<file path="config.mk">
export PLATFORM = sky130hd
export DESIGN_NAME = record_block_unblock_converter
export DESIGN_NICKNAME = d
export VERILOG_FILES = /design/src/rbuc_pkg.sv /design/src/rbuc_front.sv /design/src/rbuc_fifo.sv /design/src/rbuc_back.sv /design/src/record_block_unblock_converter.sv
export SDC_FILE = /design/constraint.sdc
export NUM_CORES = 2
export LEC_CHECK = 0
export BUFFER_PORTS_ARGS = -buffer_cell sky130_fd_sc_hd__buf_2
export CAP_MARGIN = 0
export CORE_MARGIN = 2
export CORE_UTILIZATION = 52
export DETAILED_ROUTE_END_ITERATION = 16
export PLACE_DENSITY = 0.7
export SLEW_MARGIN = 20
export SYNTH_ARGS = -nofsm -noshare
export SYNTH_HDL_FRONTEND = slang
export SYNTH_SLANG_ARGS = --single-unit
</file>
<file path="constraint.sdc">
create_clock -name i_clk -period 4.35 [get_ports i_clk]
set_input_delay 0.2175 -clock i_clk [delete_from_list [all_inputs] [get_ports i_clk]]
set_output_delay 0.2175 -clock i_clk [all_outputs]
set_load 0.02 [all_outputs]
</file>
<file path="src/rbuc_pkg.sv">
// Shared types and constants for the record blocking/unblocking converter.
`default_nettype none
package rbuc_pkg;

    localparam logic [1:0] OP_DATA = 2'd0;
    localparam logic [1:0] OP_EOI  = 2'd1;
    localparam logic [1:0] OP_TWR  = 2'd2;

    localparam logic [1:0] MODE_COPY    = 2'd0;
    localparam logic [1:0] MODE_BLOCK   = 2'd1;
    localparam logic [1:0] MODE_UNBLOCK = 2'd2;

    localparam logic [1:0] REG_MODE   = 2'd0;
    localparam logic [1:0] REG_RECLEN = 2'd1;
    localparam logic [1:0] REG_XLATE  = 2'd2;

    localparam logic [7:0] CH_NL = 8'h0A;
    localparam logic [7:0] CH_SP = 8'h20;

    localparam int QDEPTH = 4;
    localparam int QPTR_W = 2;
    localparam int QCNT_W = 3;

    typedef struct packed {
        logic [7:0] run_byte;
        logic [5:0] run_cnt;
        logic       run_tr;
        logic       b_valid;
        logic [7:0] b_byte;
        logic       b_tr;
        logic       nl_valid;
        logic       nl_short;
    } t_cmd;

endpackage
`default_nettype wire

</file>
<file path="src/rbuc_front.sv">
// Front end: translation table, stream state tracking and command generation.
`default_nettype none
module rbuc_front
    import rbuc_pkg::*;
(
    input  wire logic       i_clk,
    input  wire logic       i_rst_n,
    input  wire logic       i_accept,
    input  wire logic [1:0] i_op,
    input  wire logic [7:0] i_data_byte,
    input  wire logic [7:0] i_table_index,
    input  wire logic [7:0] i_table_value,
    input  wire logic [1:0] i_mode,
    input  wire logic [5:0] i_len,
    input  wire logic       i_xlate,
    output logic            o_busy,
    output logic            o_push,
    output t_cmd            o_cmd
);

    logic [7:0] r_table [256];
    logic [7:0] r_rd_data;
    logic [7:0] rd_addr;

    logic       r_s1_valid;
    logic       r_s1_eoi;
    logic [7:0] r_s1_raw;
    logic [7:0] r_s1_addr;

    logic [5:0] r_col, n_col;
    logic       r_disc, n_disc;
    logic [5:0] r_pend, n_pend;

    logic       s0_load;

    assign s0_load = i_accept && (i_op == OP_DATA || i_op == OP_EOI);

    always_comb begin
        if (i_op == OP_DATA && !(i_mode == MODE_BLOCK && i_data_byte == CH_NL)) begin
            rd_addr = i_data_byte;
        end else begin
            rd_addr = CH_SP;
        end
    end

    always_ff @(posedge i_clk) begin
        if (i_accept && i_op == OP_TWR) begin
            r_table[i_table_index] <= i_table_value;
        end
        if (s0_load) begin
            r_rd_data <= r_table[rd_addr];
        end
    end

    always_ff @(posedge i_clk) begin
        if (!i_rst_n) begin
            r_s1_valid <= 1'b0;
        end else begin
            r_s1_valid <= s0_load;
        end
        if (s0_load) begin
            r_s1_eoi  <= (i_op == OP_EOI);
            r_s1_raw  <= i_data_byte;
            r_s1_addr <= rd_addr;
        end
    end

    always_comb begin
        logic [7:0] x;
        logic [5:0] col1;
        t_cmd       c;
        logic       push;
        x      = i_xlate ? r_rd_data : r_s1_addr;
        col1   = r_col + 6'd1;
        c      = '0;
        push   = 1'b0;
        n_col  = r_col;
        n_disc = r_disc;
        n_pend = r_pend;
        if (r_s1_valid) begin
            if (r_s1_eoi) begin
                case (i_mode)
                    MODE_BLOCK: begin
                        if (!r_disc && r_col != 6'd0 && r_col < i_len) begin
                            c.run_byte = x;
                            c.run_cnt  = i_len - r_col;
                            c.run_tr   = 1'b1;
                            push       = 1'b1;
                        end
                    end
                    MODE_UNBLOCK: begin
                        if (r_col != 6'd0) begin
                            c.nl_valid = 1'b1;
                            c.nl_short = 1'b1;
                            push       = 1'b1;
                        end
                    end
                    default: ;
                endcase
                n_col  = 6'd0;
                n_disc = 1'b0;
                n_pend = 6'd0;
            end else begin
                case (i_mode)
                    MODE_BLOCK: begin
                        if (r_disc) begin
                            if (r_s1_raw == CH_NL) begin
                                n_disc = 1'b0;
                            end
                        end else if (r_s1_raw == CH_NL) begin
                            if (r_col < i_len) begin
                                c.run_byte = x;
                                c.run_cnt  = i_len - r_col;
                                push       = 1'b1;
                            end
                            n_col = 6'd0;
                        end else begin
                            c.b_valid = 1'b1;
                            c.b_byte  = x;
                            push      = 1'b1;
                            if (col1 >= i_len) begin
                                c.b_tr = 1'b1;
                                n_col  = 6'd0;
                                n_disc = 1'b1;
                            end else begin
                                n_col = col1;
                            end
                        end
                    end
                    MODE_UNBLOCK: begin
                        if (x == CH_SP) begin
                            n_pend = r_pend + 6'd1;
                        end else begin
                            c.run_byte = CH_SP;
                            c.run_cnt  = r_pend;
                            c.b_valid  = 1'b1;
                            c.b_byte   = x;
                            push       = 1'b1;
                            n_pend     = 6'd0;
                        end
                        if (col1 >= i_len) begin
                            c.nl_valid = 1'b1;
                            push       = 1'b1;
                            n_col      = 6'd0;
                            n_pend     = 6'd0;
                        end else begin
                            n_col = col1;
                        end
                    end
                    default: begin
                        c.b_valid = 1'b1;
                        c.b_byte  = x;
                        push      = 1'b1;
                    end
                endcase
            end
        end
        o_cmd  = c;
        o_push = push;
    end

    always_ff @(posedge i_clk) begin
        if (!i_rst_n) begin
            r_col  <= 6'd0;
            r_disc <= 1'b0;
            r_pend <= 6'd0;
        end else begin
            r_col  <= n_col;
            r_disc <= n_disc;
            r_pend <= n_pend;
        end
    end

    assign o_busy = r_s1_valid;

endmodule
`default_nettype wire

</file>
<file path="src/rbuc_fifo.sv">
// Command queue between the front end and the output sequencer.
`default_nettype none
module rbuc_fifo
    import rbuc_pkg::*;
(
    input  wire logic              i_clk,
    input  wire logic              i_rst_n,
    input  wire logic              i_push,
    input  wire t_cmd              i_cmd,
    input  wire logic              i_pop,
    output t_cmd                   o_head,
    output logic                   o_empty,
    output logic [QCNT_W-1:0]      o_count
);

    t_cmd              r_mem [QDEPTH];
    logic [QPTR_W-1:0] r_wr;
    logic [QPTR_W-1:0] r_rd;
    logic [QCNT_W-1:0] r_count;

    always_ff @(posedge i_clk) begin
        if (i_push) begin
            r_mem[r_wr] <= i_cmd;
        end
    end

    always_ff @(posedge i_clk) begin
        if (!i_rst_n) begin
            r_wr    <= '0;
            r_rd    <= '0;
            r_count <= '0;
        end else begin
            if (i_push) begin
                r_wr <= r_wr + 1'b1;
            end
            if (i_pop) begin
                r_rd <= r_rd + 1'b1;
            end
            r_count <= r_count + QCNT_W'(i_push) - QCNT_W'(i_pop);
        end
    end

    assign o_head  = r_mem[r_rd];
    assign o_empty = (r_count == '0);
    assign o_count = r_count;

endmodule
`default_nettype wire

</file>
<file path="src/rbuc_back.sv">
// Output sequencer: expands commands into result bytes and holds the output register.
`default_nettype none
module rbuc_back
    import rbuc_pkg::*;
(
    input  wire logic       i_clk,
    input  wire logic       i_rst_n,
    input  wire t_cmd       i_head,
    input  wire logic       i_q_empty,
    output logic            o_q_pop,
    input  wire logic       i_pop,
    output logic            o_empty,
    output logic [7:0]      o_out_byte,
    output logic            o_last,
    output logic            o_truncated,
    output logic            o_short_record
);

    logic [7:0] r_run_byte;
    logic [5:0] r_run_cnt;
    logic       r_run_tr;
    logic       r_b_valid;
    logic [7:0] r_b_byte;
    logic       r_b_tr;
    logic       r_nl_valid;
    logic       r_nl_short;

    logic       r_ov;
    logic [7:0] r_ob;
    logic       r_ol;
    logic       r_ot;
    logic       r_os;

    logic       active;
    logic       emit;
    logic [7:0] e_byte;
    logic       e_last;
    logic       e_tr;
    logic       e_sr;

    assign active  = (r_run_cnt != 6'd0) || r_b_valid || r_nl_valid;
    assign emit    = active && (!r_ov || i_pop);
    assign o_q_pop = !i_q_empty && (!active || (emit && e_last));

    always_comb begin
        e_byte = CH_NL;
        e_last = 1'b1;
        e_tr   = 1'b0;
        e_sr   = 1'b0;
        if (r_run_cnt != 6'd0) begin
            e_byte = r_run_byte;
            e_last = (r_run_cnt == 6'd1) && !r_b_valid && !r_nl_valid;
            e_tr   = r_run_tr && (r_run_cnt == 6'd1);
        end else if (r_b_valid) begin
            e_byte = r_b_byte;
            e_last = !r_nl_valid;
            e_tr   = r_b_tr;
        end else begin
            e_sr = r_nl_short;
        end
    end

    always_ff @(posedge i_clk) begin
        if (!i_rst_n) begin
            r_run_cnt  <= 6'd0;
            r_b_valid  <= 1'b0;
            r_nl_valid <= 1'b0;
        end else if (o_q_pop) begin
            r_run_cnt  <= i_head.run_cnt;
            r_b_valid  <= i_head.b_valid;
            r_nl_valid <= i_head.nl_valid;
        end else if (emit) begin
            if (r_run_cnt != 6'd0) begin
                r_run_cnt <= r_run_cnt - 6'd1;
            end else if (r_b_valid) begin
                r_b_valid <= 1'b0;
            end else begin
                r_nl_valid <= 1'b0;
            end
        end
    end

    always_ff @(posedge i_clk) begin
        if (o_q_pop) begin
            r_run_byte <= i_head.run_byte;
            r_run_tr   <= i_head.run_tr;
            r_b_byte   <= i_head.b_byte;
            r_b_tr     <= i_head.b_tr;
            r_nl_short <= i_head.nl_short;
        end
    end

    always_ff @(posedge i_clk) begin
        if (!i_rst_n) begin
            r_ov <= 1'b0;
        end else if (emit) begin
            r_ov <= 1'b1;
        end else if (i_pop) begin
            r_ov <= 1'b0;
        end
        if (emit) begin
            r_ob <= e_byte;
            r_ol <= e_last;
            r_ot <= e_tr;
            r_os <= e_sr;
        end
    end

    assign o_empty        = !r_ov;
    assign o_out_byte     = r_ob;
    assign o_last         = r_ol;
    assign o_truncated    = r_ot;
    assign o_short_record = r_os;

endmodule
`default_nettype wire

</file>
<file path="src/record_block_unblock_converter.sv">
// Top level of the record blocking/unblocking byte converter.
//
// Input channel: queue style, push/full. Each request carries an op (data byte,
// end of input, translation table write) and its fields. Result channel:
// queue style, empty/pop; each request yields zero or more result bytes with
// last, truncated and short_record flags; last marks a request's final byte.
// Configuration: APB write of mode, record_length and translate_enable at
// byte addresses 0, 4 and 8; pready is always high. Write only while idle.
// Throughput: one input request per cycle while each request yields at most
// one result and the receiver keeps popping. Pad runs, held-back spaces and
// appended newlines are expanded byte by byte in the output sequencer; the
// command queue (4 entries) absorbs them and full rises once the queued
// commands plus a request in the table-read stage reach four.
// The first result of a request passes through the table-read stage, the
// command queue, the sequencer register and the output register.
// Reset clears the stream state, the queue and the output register; table
// contents stay undefined until written. A stalled receiver holds the output
// register and backs up through the queue to full.
`default_nettype none
module record_block_unblock_converter
    import rbuc_pkg::*;
#(
    parameter int MAX_RECORD = 60
) (
    input  wire logic        i_clk,
    input  wire logic        i_rst_n,
    input  wire logic        push,
    output logic             full,
    input  wire logic [1:0]  i_op,
    input  wire logic [7:0]  i_data_byte,
    input  wire logic [7:0]  i_table_index,
    input  wire logic [7:0]  i_table_value,
    output logic             empty,
    input  wire logic        pop,
    output logic [7:0]       o_out_byte,
    output logic             o_last,
    output logic             o_truncated,
    output logic             o_short_record,
    input  wire logic        psel,
    input  wire logic        penable,
    input  wire logic        pwrite,
    input  wire logic [3:0]  paddr,
    input  wire logic [31:0] pwdata,
    output logic [31:0]      prdata,
    output logic             pready
);

    logic [1:0] r_mode;
    logic [5:0] r_reclen;
    logic       r_xlate;
    logic [5:0] len_eff;
    logic       cfg_wr;

    logic              accept;
    logic              s1_busy;
    logic              q_push;
    t_cmd              q_in;
    logic              q_pop;
    t_cmd              q_head;
    logic              q_empty;
    logic [QCNT_W-1:0] q_count;

    assign pready = 1'b1;
    assign cfg_wr = psel && penable && pwrite && pready;

    always_ff @(posedge i_clk) begin
        if (!i_rst_n) begin
            r_mode   <= MODE_COPY;
            r_reclen <= 6'd60;
            r_xlate  <= 1'b0;
        end else if (cfg_wr) begin
            case (paddr[3:2])
                REG_MODE:   r_mode   <= pwdata[1:0];
                REG_RECLEN: r_reclen <= pwdata[5:0];
                REG_XLATE:  r_xlate  <= pwdata[0];
                default: ;
            endcase
        end
    end

    always_comb begin
        case (paddr[3:2])
            REG_MODE:   prdata = {30'd0, r_mode};
            REG_RECLEN: prdata = {26'd0, r_reclen};
            REG_XLATE:  prdata = {31'd0, r_xlate};
            default:    prdata = 32'd0;
        endcase
    end

    always_comb begin
        if (r_reclen == 6'd0) begin
            len_eff = 6'd1;
        end else if (r_reclen > 6'(MAX_RECORD)) begin
            len_eff = 6'(MAX_RECORD);
        end else begin
            len_eff = r_reclen;
        end
    end

    assign full   = ({1'b0, q_count} + {{QCNT_W{1'b0}}, s1_busy}) >= (QCNT_W + 1)'(QDEPTH);
    assign accept = push && !full;

    rbuc_front u_front (
        .i_clk         (i_clk),
        .i_rst_n       (i_rst_n),
        .i_accept      (accept),
        .i_op          (i_op),
        .i_data_byte   (i_data_byte),
        .i_table_index (i_table_index),
        .i_table_value (i_table_value),
        .i_mode        (r_mode),
        .i_len         (len_eff),
        .i_xlate       (r_xlate),
        .o_busy        (s1_busy),
        .o_push        (q_push),
        .o_cmd         (q_in)
    );

    rbuc_fifo u_fifo (
        .i_clk   (i_clk),
        .i_rst_n (i_rst_n),
        .i_push  (q_push),
        .i_cmd   (q_in),
        .i_pop   (q_pop),
        .o_head  (q_head),
        .o_empty (q_empty),
        .o_count (q_count)
    );

    rbuc_back u_back (
        .i_clk          (i_clk),
        .i_rst_n        (i_rst_n),
        .i_head         (q_head),
        .i_q_empty      (q_empty),
        .o_q_pop        (q_pop),
        .i_pop          (pop),
        .o_empty        (empty),
        .o_out_byte     (o_out_byte),
        .o_last         (o_last),
        .o_truncated    (o_truncated),
        .o_short_record (o_short_record)
    );

    a_no_overflow: assert property (@(posedge i_clk) disable iff (!i_rst_n)
        q_push |-> (q_count < QCNT_W'(QDEPTH) || q_pop))
        else $error("command queue overflow");

    a_no_underflow: assert property (@(posedge i_clk) disable iff (!i_rst_n)
        q_pop |-> q_count != '0)
        else $error("command queue underflow");

    a_cmd_nonempty: assert property (@(posedge i_clk) disable iff (!i_rst_n)
        q_push |-> (q_in.run_cnt != 6'd0 || q_in.b_valid || q_in.nl_valid))
        else $error("empty command queued");

    a_full_blocks: assert property (@(posedge i_clk) disable iff (!i_rst_n)
        (q_count == QCNT_W'(QDEPTH)) |-> full)
        else $error("input open while queue full");

endmodule
`default_nettype wire

</file>
======== After elaboration in Yosys (flattened, before gate mapping) ========
Memory sizes are Yosys's and may differ from the RTL's. A register that Yosys moved wholly into a read port is not among the register bits.
Index checks and enable logic that the tools add are counted.
storage, ports and cells
  bits in registers ....................... 86
  RAM bits ................................ 2156
  output and inout bits ................... 46
  logic and storage cells ................. 180
  memories ................................ 2
operators by class
  $add $sub $neg .......................... 9
  magnitude comparators ................... 4
  eq/ne operators ......................... 13
  multiplexer cells ....................... 76
  reductions and logical operators ........ 50
memory list
  memory           depth  width  rd ports  clocked after memory_dff  write ports  line              source
  u_front.r_table  256    8      1         1                         1            rbuc_front.sv:21  logic [7:0] r_table [256];
  u_fifo.r_mem     4      27     1         1                         1            rbuc_fifo.sv:16   t_cmd r_mem [QDEPTH];
operators with widths
  kind                                                  count
  two-way mux 6 bit                                     13
  two-way mux 14 bit                                    4
  two-way mux 1 bit                                     37
  two-way mux 8 bit                                     4
  two-way mux 10 bit                                    3
  two-way mux 15 bit                                    2
  case mux 14 bit (2 select lines)                      1
  two-way mux 27 bit                                    1
  case mux 6 bit (3 select lines)                       1
  case mux 9 bit (2 select lines)                       1
  equality test 8 x 4 -> 1 bit (second input constant)  2
  logical AND 1 bit                                     15
  AND reduction 2 bit                                   7
  adder 6 x 1 -> 6 bit (second input constant)          2
  two-way mux 12 bit                                    1
  case mux 6 bit (2 select lines)                       1
  nonzero test 6 bit                                    2
  nonzero test 2 bit                                    5
  two-way mux 9 bit                                     1
  equality test 8 x 6 -> 1 bit (second input constant)  1
  logical NOT 1 bit                                     8
  two-way mux 2 bit                                     4
  equality test 2 x 1 -> 1 bit (second input constant)  3
  equality test 2 bit (second input constant)           3
  21 further kinds                                      30

======== Logic depth before layout (Yosys ltp) ========
  depth in word-level cells ............... 12
  mapped depth ............................ 22
  depth with buffers taken out ............ 22

======== Hierarchy ========
From an unflattened synthesis, not the netlist that was laid out.
second synthesis, totals
  cells, all modules ...................... 6018
  area, all modules ....................... 90254.1 µm²
modules (own cells, without submodules)
  module                          instances  cells each  area an instance (µm²)  seq. area each (µm²)
  rbuc_front                      1          5603        83480.1                 62530.0
  rbuc_fifo                       1          183         4380.5                  3423.3
  rbuc_back                       1          140         1660.3                  1081.0
  record_block_unblock_converter  1          92          733.2                   180.2

======== Worst setup path after synthesis ========
No wires, ideal clock.
  path type ............................... register to register
  from .................................... reg r_reclen[1]
  to ...................................... reg u_fifo.r_count[2] (netlist: u_fifo.o_count[2])
  library setup time ...................... 115 ps
  data arrival time ....................... 4174 ps
  data required time ...................... 4235 ps
  path slack .............................. 61 ps
  cell stages (with the launch flop) ...... 23
  path through ............................ dfxtp_1 nor4_1 nor2_1 o21ai_0 inv_1 ha_1 inv_1 fa_1 a21o_1 a21oi_1 o21bai_1 a21oi_1 nor4b_1 o21ai_0 a221oi_1 inv_1 ha_1 inv_1 ha_1 inv_1 fa_1 xor2_1 and2_1
on the way
  longest elaborated chain between the ends .. 12
  elaborated cells between the ends (all ways) .. 18
ends and longest elaborated chain
  what                             line                                  source
  start, declared                  record_block_unblock_converter.sv:49  logic [5:0] r_reclen;
  start signal, assigned           record_block_unblock_converter.sv:74  REG_RECLEN: r_reclen <= pwdata[5:0];
  > comparator 6 bit               record_block_unblock_converter.sv:93  end else if (r_reclen > 6'(MAX_RECORD)) begin
  two-way mux 6 bit                record_block_unblock_converter.sv:93
  two-way mux 6 bit *              record_block_unblock_converter.sv:91  if (r_reclen == 6'd0) begin
  < comparator 6 bit               rbuc_front.sv:84, rbuc_front.sv:111
  two-way mux 1 bit                rbuc_front.sv:111                     if (r_col < i_len) begin
  two-way mux 1 bit                rbuc_front.sv:110                     end else if (r_s1_raw == CH_NL) begin
  two-way mux 1 bit                rbuc_front.sv:106                     if (r_disc) begin
  case mux 1 bit (2 select lines)  rbuc_front.sv:104                     case (i_mode)
  two-way mux 1 bit *              rbuc_front.sv:81                      if (r_s1_eoi) begin
  two-way mux 1 bit *              rbuc_front.sv:80                      if (r_s1_valid) begin
  adder 3 x 1 -> 3 bit *           rbuc_fifo.sv:39                       r_count <= r_count + QCNT_W'(i_push) - QCNT_W'(i_pop);
  subtractor 3 x 1 -> 3 bit *      rbuc_fifo.sv:39
  end signal, assigned             rbuc_fifo.sv:39
  end, declared                    rbuc_fifo.sv:19                       logic [QCNT_W-1:0] r_count;
Every way passes the cells marked *; elsewhere a longest branch is shown, timed or not.
A chain may end at the register's enable or synchronous reset.

======== Final worst setup path ========
  from .................................... reg r_mode[0]
  to ...................................... reg u_front.r_rd_data[1], read port of u_front.r_table, data pin
on the way
  longest elaborated chain between the ends .. 5
ends and longest elaborated chain
  what                          line                                  source
  start, declared               record_block_unblock_converter.sv:48  logic [1:0] r_mode;
  start signal, assigned        record_block_unblock_converter.sv:73  REG_MODE: r_mode <= pwdata[1:0];
  equality test 2 x 1 -> 1 bit  rbuc_front.sv:39                      if (i_op == OP_DATA && !(i_mode == MODE_BLOCK && i_data_byte == CH_NL)) begin
  logical AND 1 bit             rbuc_front.sv:39
  logical NOT 1 bit             rbuc_front.sv:39
  logical AND 1 bit             rbuc_front.sv:39
  two-way mux 8 bit             rbuc_front.sv:39
  end, declared                 rbuc_front.sv:22                      logic [7:0] r_rd_data;
No other way between the ends.

==> results.md <==
* Status: complete, no violations
* DRC at 0
* Worst Setup SP: r_mode[0]
* Setup violations, final at 0
* Max_slew headroom at between 10% and 20%
* Fin. Hold Viols at 0
* CP endpoint: u_front.r_rd_data[1]
* GRT Overall Usage at between 20% and 30%
* Grt ovf at 0
* Vias per cell at about 6.3
* Die X at between 400 and 500 um
* Synth warn at 0
* Pleak at about 33 nW
* Syn_area_per_cell at between 10 and 15 sq um
* Initial core utilization at a little over half
* Mapped cell area at 89000 sq um
* Clk root buf: clkbuf_16
* Non-Filler Instances at 8836
* Post-Route WL at between 200000 and 250000 um
* Max Root-Sink Buffers at 3
* First-pass GRT wire length at roughly 350000 um
* R2R Setup Slk at ~160 ps
* Worst Path Arrival at between 4000 and 5000 ps
* Hold Slack at around 110 ps
* Tcrit/Tclk final at 96.4%
* RSZ-0062 raised after global routing: yes
* Clk_lat worst skew at 870 ps
* Largest net degree at the start of global routing at 149
* Slowest cell on the critical path: o21a_1
* Final instance area at 101000 sq um
* Num CTS Buffers at 214
* Clock sinks at 2252
* Critical path, cell by cell: ha_2, or4b_4, o31ai_4, buf_4, buf_4, o21a_1, nand3_1, o211ai_1, nor4_1, or4_1, o31ai_1
* Placer Congestion at 0.949
* Sequential element share of the synthesized area at between 70 and 80%
* Hold path startpoint: penable
* Post-synth EDFFs at 2211
* Chip Height at about 420 um
* Share of cells above drive strength 1 at between 10% and 20%
* Cells after DPL at 8393
* CP max stage delay at approximately 660 ps
* Max FO, Critical Path at 37
* Fin crit period at between 4000 and 5000 ps
* Fraction of registers with async set/reset at 0%
* Fin. max-slew vios at 0
* Post-synth top area share at about 75%
* Full die area at about 170000 sq um
* Primary FF master, synth: edfxtp_1
* I/O Buffers at 59
* Area contributors post-synth: edfxtp_1, nand2_1, mux4_2
* Flops & latches, synth at about 2300
* DRT iter0 DRCs at approximately 7600
* Setup crit start kind: flip-flop
* Worst hold path type: in -> reg
* CP Class: reg -> reg
* Core Footprint at roughly 170000 sq um
* Std cell rows at approximately 150
* Cell depth of the worst flop-to-flop path at 11
* DR WL/cell at between 20 and 30 um
* Cells after Synth at 6078
* Area of placed instances at 94200 sq um
* Dominant cell type by area after synthesis: edfxtp_1
* Remaining antenna violation count at 0
* RR Endpoint: u_front.r_rd_data[1]
* DRT Pass-1 Iters at 8
* Final Skew at approximately 56 ps
* Area Growth Syn to Fin at 14.0%
* Total of max-cap violations at 0
* Hold Path Depth at 6
* Setup crit end kind: flip-flop
* Top Ports at 115
* Most common cell after layout, fill and taps aside: edfxtp_1
* H-tree Lvls at 4
* VDD IR-drop max at between 400 and 500 uV
* HPWL after detailed placement at around 140000 um
* CTS tree: yes
* Library cells used by synthesis at 82
* Initial antenna violation count at 4
* Vias at around 56000
* Commonest cells after routing, fill and taps aside: edfxtp_1, nand2_1, buf_4
* Power Dens Cells at roughly 450 nW/um^2
* Worst path most repeated cell: buf_4
* Nets@finish at around 6500
* WP data required at 4990 ps
* Worst slew pin tran at ~1200 ps
* Reg-to-reg startpoint: r_mode[0]
* Vias in the first global route at between 50000 and 60000
* Fmax at roughly 0.24 GHz
* Fillers at approximately 13000
* Reg clk slew, reported paths at around 60 ps
==> critical path: cells and delay by family, from the launching register on <==
kind            cells  cell delay, ps
simple gates        4            1350
compound gates      4            1230
buf+inv             2             620
fa+ha+maj           1             400
flops               1             380
==> synthesized netlist by cell type, drive strengths merged, types with 111 or more instances <==
cell,number
clkbuf,229
o221ai,118
a32oi,139
nand2,943
nor3,256
nor2,377
nand3,167
a21oi,306
buf,230
a31oi,111
edfxtp,2211
o22ai,196
==> per-stage QoR <==
stage | utilization [%] | setup WS (ps) | total power [mW] | setup TNS [ps]
after floorplan | - | 61.2 | 26.2 | 0
after global placement | 55.5 | -57.0 | 27.4 | -78.0
after detailed placement | 55.5 | -77.8 | 27.5 | -114
after CTS | 59.8 | 62.7 | 45.5 | 0
after global routing | 59.8 | -54.0 | 46.6 | -54.0
final | 59.8 | 158 | 45.4 | 0
==> layer usage <==
layer / wire length (um) / vias up / GRT usage, %
met1: 90600 / 27700 / 37.0
met5: 0 / - / 0
li1: - / 24200 / -
met3: 24900 / 507 / 5.17
met2: 112000 / 3143 / 42.7
met4: 9600 / 0 / 10.4
==> worst min path at each step <==
stage                                      to  slack [ps]
after detailed placement  u_front.r_s1_raw[6]         440
after global routing                  r_xlate         100
final                                 r_xlate         110
after CTS                             r_xlate          30
after global placement    u_front.r_s1_raw[6]         440
after floorplan           u_front.r_s1_raw[0]         320
==> flip-flops by register name, indices dropped and copies added (netlist names), 2 cells and up, named ones only <==
signal	count
u_front.r_table	2048
u_fifo.r_mem	108
u_back.o_out_byte	8
u_back.r_b_byte	8
u_back.r_run_byte	8
u_front.r_rd_data	8
u_front.r_s1_addr	8
u_front.r_s1_raw	8
r_reclen	6
u_back.r_run_cnt	6
u_front.r_col	6
u_front.r_pend	6
u_fifo.o_count	3
r_mode	2
u_fifo.r_rd	2
u_fifo.r_wr	2
==> cells by family after synthesis <==
kind of cell,count (synthesis),synth area share (%)
fa+ha+maj,28,0.410
mux,138,2.70
xor+xnor,16,0.157
compound gates,1210,9.21
buf+inv,514,2.75
flops,2252,75.5
simple gates,1918,9.27
other cells,2,0.00844
==> what timing repair did <==
action	4_1_cts	5_1_grt
hold buffers	42	0
hold endpoints to repair	712	0
buffers inserted	0	1
pin swaps	0	4
gates resized for setup	1	13
endpoints found under the setup margin	3	10
==> where the power goes <==
group | internal, mW | total (mW) | switching [mW]
sequential | 24.1 | 24.2 | 0.152
clock | 10.3 | 18.2 | 7.96
combinational | 0.892 | 2.88 | 1.99
total | 35.3 | 45.4 | 10.1
==> final cells by class <==
class,instances,area (sq um),share of cell area [%]
Antenna cell,3,7.51,0.00740
Clock buffer,274,5670,5.59
Timing Repair Buffer,574,4830,4.76
Multi-Input combinational cell,3337,19600,19.3
Inverter,55,233,0.229
Tap cell,2218,2780,2.73
Clock inverter,123,1180,1.16
Sequential cell,2252,67200,66.2
Power figures use the tool's default switching activity.
